### config.mk
export PLATFORM = sky130hd
export DESIGN_NAME = resp_request_stream_parser_top
export DESIGN_NICKNAME = d
export VERILOG_FILES = /design/src/hw/rtl/rsp_pkg.sv /design/src/hw/rtl/resp_request_stream_parser_top.sv /design/src/hw/rtl/rsp_cfg_regs.sv /design/src/hw/rtl/rsp_parser.sv /design/src/hw/rtl/rsp_out_stage.sv
export SDC_FILE = /design/constraint.sdc
export NUM_CORES = 1
export LEC_CHECK = 0
export BUFFER_PORTS_ARGS = -buffer_cell sky130_fd_sc_hd__buf_2
export CAP_MARGIN = 40
export CORE_MARGIN = 2
export CORE_UTILIZATION = 35
export DETAILED_ROUTE_END_ITERATION = 7
export MAX_ROUTING_LAYER = met4
export PLACE_DENSITY = 0.52
export SLEW_MARGIN = 10
export SYNTH_ARGS = -nofsm -noshare
export SYNTH_HDL_FRONTEND = slang
export SYNTH_SLANG_ARGS = --single-unit
### constraint.sdc
create_clock -name clk_i -period 7.4 [get_ports clk_i]
set_clock_uncertainty 0.2 [all_clocks]
set_input_delay 0.74 -clock clk_i [delete_from_list [all_inputs] [get_ports clk_i]]
set_output_delay 0.74 -clock clk_i [all_outputs]
set_load 0.02 [all_outputs]
### src/hw/rtl/rsp_pkg.sv
// shared types, codes and constants for the request stream parser
package rsp_pkg;

  localparam int unsigned NUMBER_CHARS_DEF = 16;
  localparam int unsigned LENGTH_BITS_DEF  = 28;
  localparam int unsigned COUNT_BITS_DEF   = 10;

  localparam int unsigned COUNT_CFG_W  = 10;
  localparam int unsigned LENGTH_CFG_W = 28;
  localparam int unsigned INDEX_W      = 10;

  localparam logic [COUNT_CFG_W-1:0]  MAX_COUNT_RESET  = 10'd128;
  localparam logic [LENGTH_CFG_W-1:0] MAX_LENGTH_RESET = 28'h0FFFFFFF;

  localparam logic CFG_IDX_COUNT  = 1'b0;
  localparam logic CFG_IDX_LENGTH = 1'b1;

  localparam logic [7:0] CHAR_CR     = 8'h0D;
  localparam logic [7:0] CHAR_LF     = 8'h0A;
  localparam logic [7:0] CHAR_MINUS  = 8'h2D;
  localparam logic [7:0] CHAR_PLUS   = 8'h2B;
  localparam logic [7:0] CHAR_STAR   = 8'h2A;
  localparam logic [7:0] CHAR_DOLLAR = 8'h24;
  localparam logic [7:0] CHAR_ZERO   = 8'h30;
  localparam logic [7:0] CHAR_NINE   = 8'h39;

  typedef enum logic [1:0] {
    ST_PENDING    = 2'd0,
    ST_OK         = 2'd1,
    ST_ERROR      = 2'd2,
    ST_INCOMPLETE = 2'd3
  } status_e;

  typedef struct packed {
    logic [7:0]         data_byte;
    logic               data_valid;
    logic [INDEX_W-1:0] param_index;
    logic               param_end;
    status_e            status;
  } res_t;

endpackage

### src/hw/rtl/resp_request_stream_parser_top.sv
// top level of the request stream parser
//
//  channel  direction  handshake                  payload
//  in       sink       in_valid_i / in_stall_o    byte_value_i, buffer_end_i
//  out      source     out_valid_o / out_stall_i  data_byte_o, data_valid_o,
//                                                 param_index_o, param_end_o, status_o
//  cfg      sink       cfg_valid_i / cfg_ready_o  cfg_index_i, cfg_data_i
//
// one byte per cycle unless the output stalls; bytes pass input, then result register
// the rate is set by the combinational parse step between input and result register
// rst_ni clears all control state, limits return to 128 and 0x0FFFFFFF
// a stalled output holds its result; the input register then fills and stalls the input
// cfg_ready_o is always high
module resp_request_stream_parser_top #(
  parameter int unsigned NUMBER_CHARS = rsp_pkg::NUMBER_CHARS_DEF,
  parameter int unsigned LENGTH_BITS  = rsp_pkg::LENGTH_BITS_DEF,
  parameter int unsigned COUNT_BITS   = rsp_pkg::COUNT_BITS_DEF
) (
  input  logic                             clk_i,
  input  logic                             rst_ni,
  input  logic                             in_valid_i,
  output logic                             in_stall_o,
  input  logic [7:0]                       byte_value_i,
  input  logic                             buffer_end_i,
  output logic                             out_valid_o,
  input  logic                             out_stall_i,
  output logic [7:0]                       data_byte_o,
  output logic                             data_valid_o,
  output logic [rsp_pkg::INDEX_W-1:0]      param_index_o,
  output logic                             param_end_o,
  output logic [1:0]                       status_o,
  input  logic                             cfg_valid_i,
  output logic                             cfg_ready_o,
  input  logic                             cfg_index_i,
  input  logic [rsp_pkg::LENGTH_CFG_W-1:0] cfg_data_i
);

  logic                             in_valid_q, in_valid_d;
  logic [7:0]                       byte_q;
  logic                             end_q;
  logic                             accept, advance, out_free;
  logic [rsp_pkg::COUNT_CFG_W-1:0]  max_count;
  logic [rsp_pkg::LENGTH_CFG_W-1:0] max_length;
  rsp_pkg::res_t                    step_res, out_res;

  assign advance    = in_valid_q && out_free;
  assign in_stall_o = in_valid_q && !out_free;
  assign accept     = in_valid_i && !in_stall_o;

  always_comb begin
    in_valid_d = in_valid_q;
    if (accept) begin
      in_valid_d = 1'b1;
    end else if (advance) begin
      in_valid_d = 1'b0;
    end
  end

  always_ff @(posedge clk_i or negedge rst_ni) begin
    if (!rst_ni) begin
      in_valid_q <= 1'b0;
    end else begin
      in_valid_q <= in_valid_d;
    end
  end

  always_ff @(posedge clk_i) begin
    if (accept) begin
      byte_q <= byte_value_i;
      end_q  <= buffer_end_i;
    end
  end

  rsp_cfg_regs u_cfg (
    .clk_i        (clk_i),
    .rst_ni       (rst_ni),
    .cfg_valid_i  (cfg_valid_i),
    .cfg_ready_o  (cfg_ready_o),
    .cfg_index_i  (cfg_index_i),
    .cfg_data_i   (cfg_data_i),
    .max_count_o  (max_count),
    .max_length_o (max_length)
  );

  rsp_parser #(
    .NUMBER_CHARS (NUMBER_CHARS),
    .LENGTH_BITS  (LENGTH_BITS),
    .COUNT_BITS   (COUNT_BITS)
  ) u_parser (
    .clk_i        (clk_i),
    .rst_ni       (rst_ni),
    .step_i       (advance),
    .byte_i       (byte_q),
    .end_i        (end_q),
    .max_count_i  (max_count),
    .max_length_i (max_length),
    .res_o        (step_res)
  );

  rsp_out_stage u_out (
    .clk_i       (clk_i),
    .rst_ni      (rst_ni),
    .load_i      (advance),
    .res_i       (step_res),
    .out_stall_i (out_stall_i),
    .free_o      (out_free),
    .out_valid_o (out_valid_o),
    .res_o       (out_res)
  );

  assign data_byte_o   = out_res.data_byte;
  assign data_valid_o  = out_res.data_valid;
  assign param_index_o = out_res.param_index;
  assign param_end_o   = out_res.param_end;
  assign status_o      = out_res.status;

endmodule

### src/hw/rtl/rsp_cfg_regs.sv
// configuration registers for count and length limits
module rsp_cfg_regs (
  input  logic                                clk_i,
  input  logic                                rst_ni,
  input  logic                                cfg_valid_i,
  output logic                                cfg_ready_o,
  input  logic                                cfg_index_i,
  input  logic [rsp_pkg::LENGTH_CFG_W-1:0]    cfg_data_i,
  output logic [rsp_pkg::COUNT_CFG_W-1:0]     max_count_o,
  output logic [rsp_pkg::LENGTH_CFG_W-1:0]    max_length_o
);

  logic [rsp_pkg::COUNT_CFG_W-1:0]  max_count_q, max_count_d;
  logic [rsp_pkg::LENGTH_CFG_W-1:0] max_length_q, max_length_d;

  assign cfg_ready_o = 1'b1;

  always_comb begin
    max_count_d  = max_count_q;
    max_length_d = max_length_q;
    if (cfg_valid_i) begin
      case (cfg_index_i)
        rsp_pkg::CFG_IDX_COUNT:  max_count_d  = cfg_data_i[rsp_pkg::COUNT_CFG_W-1:0];
        rsp_pkg::CFG_IDX_LENGTH: max_length_d = cfg_data_i;
        default: ;
      endcase
    end
  end

  always_ff @(posedge clk_i or negedge rst_ni) begin
    if (!rst_ni) begin
      max_count_q  <= rsp_pkg::MAX_COUNT_RESET;
      max_length_q <= rsp_pkg::MAX_LENGTH_RESET;
    end else begin
      max_count_q  <= max_count_d;
      max_length_q <= max_length_d;
    end
  end

  assign max_count_o  = max_count_q;
  assign max_length_o = max_length_q;

endmodule

### src/hw/rtl/rsp_parser.sv
// parse state machine, number accumulator and per-byte result logic
module rsp_parser #(
  parameter int unsigned NUMBER_CHARS = rsp_pkg::NUMBER_CHARS_DEF,
  parameter int unsigned LENGTH_BITS  = rsp_pkg::LENGTH_BITS_DEF,
  parameter int unsigned COUNT_BITS   = rsp_pkg::COUNT_BITS_DEF
) (
  input  logic                             clk_i,
  input  logic                             rst_ni,
  input  logic                             step_i,
  input  logic [7:0]                       byte_i,
  input  logic                             end_i,
  input  logic [rsp_pkg::COUNT_CFG_W-1:0]  max_count_i,
  input  logic [rsp_pkg::LENGTH_CFG_W-1:0] max_length_i,
  output rsp_pkg::res_t                    res_o
);

  localparam int unsigned NUM_BITS = (LENGTH_BITS > COUNT_BITS ? LENGTH_BITS : COUNT_BITS) + 1;
  localparam int unsigned CMP_W    = NUM_BITS > rsp_pkg::LENGTH_CFG_W ?
                                     NUM_BITS : rsp_pkg::LENGTH_CFG_W;
  localparam int unsigned DC_W     = $clog2(NUMBER_CHARS + 1);

  localparam logic [3:0] PH_STAR    = 4'd0;
  localparam logic [3:0] PH_CNUM    = 4'd1;
  localparam logic [3:0] PH_CLF     = 4'd2;
  localparam logic [3:0] PH_DOLLAR  = 4'd3;
  localparam logic [3:0] PH_LNUM    = 4'd4;
  localparam logic [3:0] PH_LLF     = 4'd5;
  localparam logic [3:0] PH_PAYLOAD = 4'd6;
  localparam logic [3:0] PH_DCR     = 4'd7;
  localparam logic [3:0] PH_DLF     = 4'd8;

  localparam logic [CMP_W-1:0] CNT_LIMIT = CMP_W'({COUNT_BITS{1'b1}});
  localparam logic [CMP_W-1:0] LEN_LIMIT = CMP_W'({LENGTH_BITS{1'b1}});

  logic [3:0]             phase_q, phase_d;
  logic [NUM_BITS-1:0]    num_q, num_d;
  logic                   neg_q, neg_d;
  logic                   stop_q, stop_d;
  logic [DC_W-1:0]        dc_q, dc_d;
  logic [COUNT_BITS-1:0]  params_q, params_d;
  logic [COUNT_BITS-1:0]  index_q, index_d;
  logic [LENGTH_BITS-1:0] payload_q, payload_d;
  rsp_pkg::status_e       decided_q, decided_d;

  logic                   is_digit, is_num, take;
  logic [NUM_BITS+3:0]    mul10;
  logic [NUM_BITS-1:0]    num_acc;
  logic [NUM_BITS-1:0]    num_t;
  logic                   neg_t, stop_t;
  logic [NUM_BITS-1:0]    chk_num;
  logic                   chk_neg;
  logic [CMP_W-1:0]       chk_ext, cnt_lim, len_lim;
  logic                   count_bad, length_bad, bad;
  logic [LENGTH_BITS-1:0] payload_dec;
  logic [COUNT_BITS-1:0]  params_dec;
  rsp_pkg::status_e       st;
  rsp_pkg::res_t          res;

  // number accumulator
  assign is_digit = byte_i inside {[rsp_pkg::CHAR_ZERO:rsp_pkg::CHAR_NINE]};
  assign is_num   = is_digit || byte_i == rsp_pkg::CHAR_MINUS || byte_i == rsp_pkg::CHAR_PLUS;
  assign take     = is_num && (dc_q < DC_W'(NUMBER_CHARS));
  assign mul10    = {3'b000, num_q, 1'b0} + {1'b0, num_q, 3'b000}
                  + (NUM_BITS+4)'(byte_i[3:0]);
  assign num_acc  = (|mul10[NUM_BITS+3:NUM_BITS]) ? {NUM_BITS{1'b1}} : mul10[NUM_BITS-1:0];

  always_comb begin
    num_t  = num_q;
    neg_t  = neg_q;
    stop_t = stop_q;
    if (dc_q == '0 && byte_i == rsp_pkg::CHAR_MINUS) begin
      neg_t = 1'b1;
    end else if (dc_q == '0 && byte_i == rsp_pkg::CHAR_PLUS) begin
      neg_t = neg_q;
    end else if (!stop_q && is_digit) begin
      num_t = num_acc;
    end else begin
      stop_t = 1'b1;
    end
  end

  // range checks
  assign chk_num    = take ? num_t : num_q;
  assign chk_neg    = take ? neg_t : neg_q;
  assign chk_ext    = CMP_W'(chk_num);
  assign cnt_lim    = (CMP_W'(max_count_i) > CNT_LIMIT) ? CNT_LIMIT : CMP_W'(max_count_i);
  assign len_lim    = (CMP_W'(max_length_i) > LEN_LIMIT) ? LEN_LIMIT : CMP_W'(max_length_i);
  assign count_bad  = chk_num == '0 || chk_neg || chk_ext > cnt_lim;
  assign length_bad = (chk_neg && chk_num != '0) || chk_ext > len_lim;
  assign bad        = (phase_q == PH_CNUM) ? count_bad : length_bad;

  assign payload_dec = (payload_q != '0) ? payload_q - 1'b1 : payload_q;
  assign params_dec  = (params_q != '0) ? params_q - 1'b1 : params_q;

  always_comb begin
    phase_d   = phase_q;
    num_d     = num_q;
    neg_d     = neg_q;
    stop_d    = stop_q;
    dc_d      = dc_q;
    params_d  = params_q;
    index_d   = index_q;
    payload_d = payload_q;
    decided_d = decided_q;
    st        = rsp_pkg::ST_PENDING;
    res       = '0;
    if (decided_q != rsp_pkg::ST_PENDING) begin
      st = decided_q;
    end else begin
      case (phase_q)
        PH_STAR, PH_DOLLAR: begin
          if (end_i) begin
            st = rsp_pkg::ST_INCOMPLETE;
          end else if (byte_i != ((phase_q == PH_STAR) ? rsp_pkg::CHAR_STAR
                                                        : rsp_pkg::CHAR_DOLLAR)) begin
            st = rsp_pkg::ST_ERROR;
          end else begin
            num_d   = '0;
            neg_d   = 1'b0;
            stop_d  = 1'b0;
            dc_d    = '0;
            phase_d = (phase_q == PH_STAR) ? PH_CNUM : PH_LNUM;
          end
        end
        PH_CNUM, PH_LNUM: begin
          if (take) begin
            num_d  = num_t;
            neg_d  = neg_t;
            stop_d = stop_t;
            dc_d   = dc_q + 1'b1;
            if (end_i) begin
              st = bad ? rsp_pkg::ST_ERROR : rsp_pkg::ST_INCOMPLETE;
            end
          end else if (bad) begin
            st = rsp_pkg::ST_ERROR;
          end else begin
            if (phase_q == PH_CNUM) begin
              params_d = num_q[COUNT_BITS-1:0];
              index_d  = '0;
            end else begin
              payload_d = num_q[LENGTH_BITS-1:0];
            end
            if (end_i) begin
              st = rsp_pkg::ST_INCOMPLETE;
            end else if (byte_i != rsp_pkg::CHAR_CR) begin
              st = rsp_pkg::ST_ERROR;
            end else begin
              phase_d = (phase_q == PH_CNUM) ? PH_CLF : PH_LLF;
            end
          end
        end
        PH_CLF, PH_LLF: begin
          if (byte_i != rsp_pkg::CHAR_LF) begin
            st = rsp_pkg::ST_ERROR;
          end else begin
            if (phase_q == PH_CLF) begin
              phase_d = PH_DOLLAR;
            end else begin
              phase_d = (payload_q != '0) ? PH_PAYLOAD : PH_DCR;
            end
            if (end_i) begin
              st = rsp_pkg::ST_INCOMPLETE;
            end
          end
        end
        PH_PAYLOAD: begin
          res.data_byte   = byte_i;
          res.data_valid  = 1'b1;
          res.param_index = rsp_pkg::INDEX_W'(index_q);
          payload_d       = payload_dec;
          if (payload_dec == '0) begin
            phase_d = PH_DCR;
          end
          if (end_i) begin
            st = rsp_pkg::ST_INCOMPLETE;
          end
        end
        PH_DCR: begin
          if (end_i) begin
            st = rsp_pkg::ST_INCOMPLETE;
          end else if (byte_i != rsp_pkg::CHAR_CR) begin
            st = rsp_pkg::ST_ERROR;
          end else begin
            phase_d = PH_DLF;
          end
        end
        PH_DLF: begin
          if (byte_i != rsp_pkg::CHAR_LF) begin
            st = rsp_pkg::ST_ERROR;
          end else begin
            res.param_end   = 1'b1;
            res.param_index = rsp_pkg::INDEX_W'(index_q);
            index_d         = index_q + 1'b1;
            params_d        = params_dec;
            if (params_dec == '0) begin
              st = rsp_pkg::ST_OK;
            end else begin
              phase_d = PH_DOLLAR;
              if (end_i) begin
                st = rsp_pkg::ST_INCOMPLETE;
              end
            end
          end
        end
        default: st = rsp_pkg::ST_ERROR;
      endcase
      decided_d = st;
    end
    res.status = st;
    // end of buffer returns the parser to its reset state
    if (end_i) begin
      phase_d   = PH_STAR;
      num_d     = '0;
      neg_d     = 1'b0;
      stop_d    = 1'b0;
      dc_d      = '0;
      params_d  = '0;
      index_d   = '0;
      payload_d = '0;
      decided_d = rsp_pkg::ST_PENDING;
    end
  end

  always_ff @(posedge clk_i or negedge rst_ni) begin
    if (!rst_ni) begin
      phase_q   <= PH_STAR;
      num_q     <= '0;
      neg_q     <= 1'b0;
      stop_q    <= 1'b0;
      dc_q      <= '0;
      params_q  <= '0;
      index_q   <= '0;
      payload_q <= '0;
      decided_q <= rsp_pkg::ST_PENDING;
    end else if (step_i) begin
      phase_q   <= phase_d;
      num_q     <= num_d;
      neg_q     <= neg_d;
      stop_q    <= stop_d;
      dc_q      <= dc_d;
      params_q  <= params_d;
      index_q   <= index_d;
      payload_q <= payload_d;
      decided_q <= decided_d;
    end
  end

  assign res_o = res;

  a_end_resets: assert property (@(posedge clk_i) disable iff (!rst_ni)
    step_i && end_i |=> phase_q == PH_STAR && decided_q == rsp_pkg::ST_PENDING)
    else $error("parser not back in reset state after end of buffer");

  a_decision_sticks: assert property (@(posedge clk_i) disable iff (!rst_ni)
    step_i && !end_i && decided_q != rsp_pkg::ST_PENDING |=> $stable(decided_q))
    else $error("decided status changed before end of buffer");

  a_no_data_after_decision: assert property (@(posedge clk_i) disable iff (!rst_ni)
    step_i && decided_q != rsp_pkg::ST_PENDING |-> !res.data_valid && !res.param_end)
    else $error("data delivered after a decision");

  a_data_status: assert property (@(posedge clk_i) disable iff (!rst_ni)
    step_i && res.data_valid |->
      res.status == rsp_pkg::ST_PENDING || res.status == rsp_pkg::ST_INCOMPLETE)
    else $error("payload byte with final status");

  a_data_xor_end: assert property (@(posedge clk_i) disable iff (!rst_ni)
    step_i |-> !(res.data_valid && res.param_end))
    else $error("payload byte and end mark together");

endmodule

### src/hw/rtl/rsp_out_stage.sv
// result register with valid/stall handshake
module rsp_out_stage (
  input  logic          clk_i,
  input  logic          rst_ni,
  input  logic          load_i,
  input  rsp_pkg::res_t res_i,
  input  logic          out_stall_i,
  output logic          free_o,
  output logic          out_valid_o,
  output rsp_pkg::res_t res_o
);

  logic          valid_q, valid_d;
  rsp_pkg::res_t res_q;

  assign free_o = !valid_q || !out_stall_i;

  always_comb begin
    valid_d = valid_q;
    if (load_i) begin
      valid_d = 1'b1;
    end else if (!out_stall_i) begin
      valid_d = 1'b0;
    end
  end

  always_ff @(posedge clk_i or negedge rst_ni) begin
    if (!rst_ni) begin
      valid_q <= 1'b0;
    end else begin
      valid_q <= valid_d;
    end
  end

  always_ff @(posedge clk_i) begin
    if (load_i) begin
      res_q <= res_i;
    end
  end

  assign out_valid_o = valid_q;
  assign res_o       = res_q;

endmodule
=== Word level (Yosys, flattened, before mapping) ===
Cells that the tools add are included.

* Bits in registers: 161
* Output and inout port bits: 25
* Input bits: 43
* Word-level logic and storage cells: 201

* Add/sub/neg operators: 6
* Equality and inequality tests: 30
* Order comparisons: 5
* Reductions and logical operators: 48
* Bitwise gates (word level): 3
* Multiplexer cells: 89

{| class="wikitable"
|+ Operators by type and width
! operator !! number
|-
| $mux W29 || 8
|-
| $mux W28 || 6
|-
| $mux W10 || 13
|-
| $pmux W10 S2 || 3
|-
| $pmux W29 S2 || 1
|-
| $pmux W28 S2 || 1
|-
| $mux W4 || 13
|-
| $ne A3 B3 Y1 const B || 12
|-
| $add A30 B32 Y33 || 1
|-
| $add A33 B4 Y33 || 1
|-
| $gt A29 B10 Y1 || 1
|-
| $gt A29 B28 Y1 || 1
|-
| $logic_not A29 Y1 || 1
|-
| $reduce_bool A29 Y1 || 1
|-
| $logic_not A28 Y1 || 1
|-
| $reduce_bool A28 Y1 || 1
|-
| $sub A28 B1 Y28 const B || 1
|-
| $mux W2 || 13
|-
| $pmux W4 S6 || 1
|-
| $mux W5 || 4
|-
| $mux W1 || 19
|-
| $eq A4 B3 Y1 const B || 4
|-
| $eq A8 B6 Y1 const B || 2
|-
| $ne A8 B4 Y1 const B || 2
|-
| other kinds (38) || 70
|}

=== Logic depth before layout (Yosys ltp) ===
* Word-level depth: 18
* Gate-level depth with buffers: 31
* Depth with buffers taken out: 28

=== By module ===
Synthesis repeated with hierarchy kept, for this count alone.

* Cells, all modules: 1,366
* Area, all modules: 12,134.1 um^2

{| class="wikitable"
|+ Modules (own cells, without submodules)
! module !! seq. area each (um^2) !! cells each !! area each (um^2) !! times used
|-
| rsp_parser || 2,252.2 || 1,243 || 9,554.2 || 1
|-
| rsp_cfg_regs || 987.2 || 83 || 1,549.0 || 1
|-
| rsp_out_stage || 685.7 || 25 || 696.9 || 1
|-
| resp_request_stream_parser_top || 295.3 || 15 || 334.1 || 1
|}

=== Worst setup path after synthesis ===
No wires, ideal clock.

* Path type: flip-flop to flip-flop
* From: register u_parser.num_q[0]
* To: register u_parser.index_q[1]
* Clock period less this slack: 6.515 ns
* Slack: 0.885 ns
* Stages on the path, launching flop included: 29
* Data arrival time: 6.236 ns
* Buffers on the path: 2
* Data required time: 7.121 ns
* Library setup time: 0.079 ns
* Cell sequence: dfrtp_1 -> inv_1 -> fa_1 -> inv_1 -> ha_1 -> a21oi_1 -> nor2_1 -> o21ai_0 -> a2111oi_0 -> mux2i_1 -> o211ai_1 -> nor2_1 -> clkbuf_1 -> a21oi_1 -> ha_1 -> nand4_1 -> nor2_1 -> and4_1 -> nand2_1 -> nor4_1 -> a21oi_1 -> o22a_1 -> a211oi_1 -> mux2i_1 -> nor4_1 -> nor2_1 -> clkbuf_1 -> nor2_1 -> mux2i_1

* Cells in the longest elaborated chain, start to end: 14
* Elaborated cells on any way between the ends: 19
* Classes of those cells: add/sub: 2; order compare: 2; eq/ne: 1; mux: 6; reduce/logical: 8

{| class="wikitable"
|+ RTL lines
! what !! line !! text
|-
| from (decl) || rsp_parser.sv:36 || <nowiki>logic [NUM_BITS-1:0] num_q, num_d;</nowiki>
|-
| from (signal assigned) || rsp_parser.sv:237 || <nowiki>num_q <= num_d;</nowiki>
|-
| $add A30 B32 Y33 || rsp_parser.sv:63 || <nowiki>assign mul10 = {3'b000, num_q, 1'b0} + {1'b0, num_q, 3'b000}</nowiki>
|-
| $add A33 B4 Y33 || rsp_parser.sv:64 || <nowiki>+ (NUM_BITS+4)'(byte_i[3:0]);</nowiki>
|-
| $reduce_or A4 Y1 || rsp_parser.sv:65 || <nowiki>assign num_acc = (|mul10[NUM_BITS+3:NUM_BITS]) ? {NUM_BITS{1'b1}} : mul10[NUM_BITS-1:0];</nowiki>
|-
| $mux W29 || rsp_parser.sv:65 ||
|-
| $mux W29 || rsp_parser.sv:75 || <nowiki>end else if (!stop_q && is_digit) begin</nowiki>
|-
| $mux W29 || rsp_parser.sv:73 || <nowiki>end else if (dc_q == '0 && byte_i == rsp_pkg::CHAR_PLUS) begin</nowiki>
|-
| $mux W29 || rsp_parser.sv:71 || <nowiki>if (dc_q == '0 && byte_i == rsp_pkg::CHAR_MINUS) begin</nowiki>
|-
| $mux W29 (*) || rsp_parser.sv:83 || <nowiki>assign chk_num = take ? num_t : num_q;</nowiki>
|-
| branches (longest 3 deep; another with $gt A29 B28 Y1) || n/a ||
|-
| $mux W1 (*) || rsp_parser.sv:90 || <nowiki>assign bad = (phase_q == PH_CNUM) ? count_bad : length_bad;</nowiki>
|-
| $ne A3 B3 Y1 (no source line) (*) || n/a ||
|-
| $reduce_and A7 Y1 (no source line) (*) || n/a ||
|-
| to (signal assigned) || rsp_parser.sv:242 || <nowiki>index_q <= index_d;</nowiki>
|-
| to (decl) || rsp_parser.sv:41 || <nowiki>logic [COUNT_BITS-1:0] index_q, index_d;</nowiki>
|}

Every way passes the cells marked *.
A chain may end at the register's enable or synchronous reset.

=== Worst setup path in the final report ===
* From: register u_parser.num_q[21]
* To: register u_parser.payload_q[18]

* Cells in the longest elaborated chain, start to end: 14
* Elaborated cells on any way between the ends: 19
* Classes of those cells: add/sub: 2; order compare: 2; eq/ne: 1; mux: 6; reduce/logical: 8

{| class="wikitable"
|+ RTL lines
! what !! line !! text
|-
| $add A30 B32 Y33 || rsp_parser.sv:63 ||
|-
| $add A33 B4 Y33 || rsp_parser.sv:64 ||
|-
| $reduce_or A4 Y1 || rsp_parser.sv:65 ||
|-
| $mux W29 || rsp_parser.sv:65 ||
|-
| $mux W29 || rsp_parser.sv:75 ||
|-
| $mux W29 || rsp_parser.sv:73 ||
|-
| $mux W29 || rsp_parser.sv:71 ||
|-
| $mux W29 (*) || rsp_parser.sv:83 ||
|-
| branches (longest 3 deep; another with $gt A29 B28 Y1) || n/a ||
|-
| $mux W1 (*) || rsp_parser.sv:90 ||
|-
| $ne A3 B3 Y1 (no source line) (*) || n/a ||
|-
| $reduce_and A6 Y1 (no source line) (*) || n/a ||
|-
| to (signal assigned) || rsp_parser.sv:243 || <nowiki>payload_q <= payload_d;</nowiki>
|-
| to (decl) || rsp_parser.sv:42 || <nowiki>logic [LENGTH_BITS-1:0] payload_q, payload_d;</nowiki>
|}

Marked as above.

==> flow_metrics.tcl <==
set metrics [dict create \
    post_cts_buffers 0 \
    synth_xor_area_share_pct 2.98 \
    end_kind "flip-flop" \
    fin_setup_tns_ns 0 \
    num_vias 11000 \
    place_area_um2 13000 \
    syn_area_per_cell_um2 8.44 \
    synth_adder_area_share_pct 10.8 \
    fp-row-count 67 \
    drt_first_pass_iters 5 \
    synthFlopType "dfrtp_1" \
    initial_core_util_pct 35.8 \
    area_growth_pct 13.0 \
    grt_overflow 0 \
    layout_commonest_cell "nand2_1" \
    die_area_um2 35900 \
    cts_buffers 17 \
    cpMostUsedCell "ha_1" \
    status "finished, final reports clean" \
    powerDensity_nw_per_um2 214 \
    final_cell_mix "nand2_1, nor2_1, a21oi_1" \
    cp_num_buf_inv 2 \
    r2r_cells 27 \
    drive_above_1_share_pct 14.7 \
    cts_tree "built" \
    wirelength_mm 37.2 \
    routedWlPerCell_um 19.2 \
    place.gp.congestion 0.957 \
    hold_violations 0 \
    crit_family "compound AO/OA/AOI/OAI gates" \
    antenna_found_initial 1 \
    finalCriticalPeriod_ns 7.03 \
    p_leak_nw 6.20 \
    core_area_um2 33700 \
    synthesis.yosys.warnings 0 \
    nFillCells 3483 \
    htree_levels 4 \
    worstPathMaxFanout 20 \
    yosysSeqAreaShare_pct 35.0 \
    pin_count 68 \
    first_global_vias 10700 \
    fp.dieH_um 190 \
    root_buffer "clkbuf_16" \
    grt_pass1_wl_mm 59.9 \
    slew_headroom_pct 47.6 \
    synth_simple_gate_area_share_pct 20.7 \
    hold_path_class "in -> async" \
    fmax_mhz 142 \
    tightest_slew_ns 0.785 \
    fin_crit_sh_pct 94.9 \
    r2r_start "u_parser.num_q[21]" \
    synth.area.mux_share_pct 3.29 \
    viasPerCell 5.69 \
    grt_usage_pct 21.7 \
    ys_types 77 \
    crit_required_ns 7.50 \
    drv_cap 0 \
    crit_path_start "u_parser.num_q[21]" \
    ys_ff_latch 161 \
    critPathKind "reg -> reg" \
    detail_route.drc_violations 0 \
    synth_edf_count 31 \
    cts_buffer_depth 2 \
    synth_compound_area_share_pct 22.4 \
    fin_nets 1622 \
    netlist_area_um2 12000 \
    synthCells 1427 \
    grt_max_degree 65 \
    multi_input_area_um2 7310 \
    clk_latency_ns 0.44 \
    setup_viol 0 \
    port_buffers 66 \
    rsz0062_at_grt "no" \
    cp_slowest_stage_delay_ns 0.56 \
    syn-num-nets 1573 \
    stdcell_area_um2 13600 \
    synthArstFlopShare_pct 80.7 \
    cts.clk_slew.worst_paths_ns 0.07 \
    hpwl_mm 27.9 \
    seqCellArea_um2 4220 \
    synth_top_family_by_area "compound AO/OA/AOI/OAI gates" \
    crit_path_start_kind "flip-flop" \
    cpMaxStageDelayCell "dfrtp_1" \
    clock-sinks 161 \
    arrival_ns 7.13 \
    ir_drop_v 0.000200 \
    first_iter_violations 898 \
    ant_nets 0 \
    die_w_um 190 \
    cp.depth 27 \
    drv_slew 0 \
]
## state kept, by name (all words and copies together), names as in the netlist, 2 cells and up
register and count:
u_out.res_o 22, u_parser.index_q 10, u_parser.dc_q 5, byte_q 8, u_parser.payload_q 28, u_cfg.max_length_o 28, u_parser.phase_q 4, u_parser.num_q 29
u_parser.decided_q 2, u_cfg.max_count_o 10, u_parser.params_q 10
## cell usage after synthesis (all sizes together), types with 7 or more instances
| cell type | n | area share (%) |
|---|---|---|
| edfxtp | 31 | 7.7 |
| a211oi | 14 | 0.87 |
| mux2i | 7 | 0.58 |
| nand2 | 140 | 4.5 |
| a31oi | 21 | 1.1 |
| dfstp | 29 | 6.3 |
| dfrtp | 101 | 21 |
| a21oi | 116 | 4.8 |
| xnor2 | 26 | 1.9 |
| o21bai | 9 | 0.56 |
| clkbuf | 71 | 2.2 |
| and3 | 16 | 0.83 |
| nor4 | 19 | 0.99 |
| a21o | 21 | 1.3 |
| o311ai | 12 | 0.87 |
| o22ai | 8 | 0.42 |
| inv | 74 | 2.3 |
| o21a | 9 | 0.56 |
| nand3 | 30 | 1.2 |
| or3 | 22 | 1.1 |
| xor2 | 15 | 1.1 |
| and2 | 24 | 1.2 |
| nand4 | 19 | 0.99 |
| or2 | 9 | 0.49 |
| o21ai | 112 | 4.7 |
| mux2 | 29 | 2.7 |
| o211ai | 13 | 0.81 |
| nor2 | 132 | 4.1 |
| nand2b | 17 | 0.88 |
| a22o | 19 | 1.4 |
| nor3 | 53 | 2.2 |
| nor2b | 13 | 0.67 |
| ha | 101 | 10 |
| a221o | 7 | 0.58 |
| or4 | 8 | 0.53 |
## logic make-up (layout without fill, tap and decap cells)
group	Yosys count	in the layout
buffers and inverters	149	211
xor gates and xnor gates	41	41
other	1	2
AOI/OAI and AO/OA	421	421
muxes	36	36
and+or+nand+nor	515	515
DFF	161	161
adders and majority gates	103	103
## worst paths after layout
path                                     endpoint  slack, ns
hold / removal             u_parser.payload_q[26]       0.10
setup / recovery           u_parser.payload_q[18]       0.37
setup reg to reg           u_parser.payload_q[18]       0.37
max in group asynchronous   u_cfg.max_length_o[4]       5.78
min in group clk_i                      byte_q[6]       0.28
hold reg to reg              u_cfg.max_count_o[7]       0.32
## per-layer routing
metal  vias to the layer above  part of all wire [%]  GRT usage, %  wire length (µm)
li1                       5340                     -             -                 -
met1                      5338                    48          30.1             17900
met2                       311                    45          33.1             16800
met3                        42                   5.2          3.19              1920
met4                         0                   1.8          5.61               657
met5                         -                     0             -                 0
## worst reg2reg max path: stages (launching register included)
cell,delay [ns]
dfrtp_1,0.56
ha_1,0.32
ha_1,0.40
a21oi_1,0.26
o21ai_0,0.20
a32o_1,0.30
a311o_1,0.33
nor3_1,0.26
o22a_1,0.24
nand2_1,0.20
nor2_1,0.25
o21ai_1,0.12
ha_1,0.32
nand4_1,0.11
nor2_1,0.14
and4_1,0.23
nand2_1,0.08
nor4_1,0.26
a21oi_1,0.07
o22a_1,0.23
a211oi_2,0.25
mux2i_1,0.14
nor4_1,0.33
buf_4,0.19
nor2_2,0.14
buf_4,0.24
o311ai_0,0.36
o21ai_0,0.16
## repair_timing
| action | 4_1_cts | 5_1_grt |
|---|---|---|
| gates resized for setup | 0 | 15 |
| endpoints found under the setup margin | 0 | 52 |
| hold buffers | 0 | 0 |
## power breakdown
part           leakage, nW  internal [mW]  switching [mW]
clock network        0.285          0.474           0.402
registers             1.99          0.999          0.0931
logic                 3.93          0.344           0.599
total                 6.20           1.82            1.09
## per-stage QoR
step                setup slack (ns)  utilization (%)  power, mW  hold slack, ns  cells
finish                         0.374             40.4       2.91           0.105   1938
global route                 0.00220             40.4       3.08           0.147   1938
CTS                           0.0359             40.3       2.92           0.118   1937
detailed placement            0.0666             38.6       2.04           0.305   1905
global placement               0.266             38.3       2.03           0.293   1901
floorplan                      0.885                -       1.74           0.244   1427
## layout make-up
class / count / share of cell area, %
Antenna cell: 1 / 0.0184
Clock buffer: 20 / 3.51
Timing Repair Buffer: 105 / 4.97
Clock inverter: 12 / 0.671
Tap cell: 448 / 4.12
Sequential cell: 161 / 31.0
Multi-Input combinational cell: 1117 / 53.7
Inverter: 74 / 2.04
Note: power is estimated with default switching activity, not from simulation.
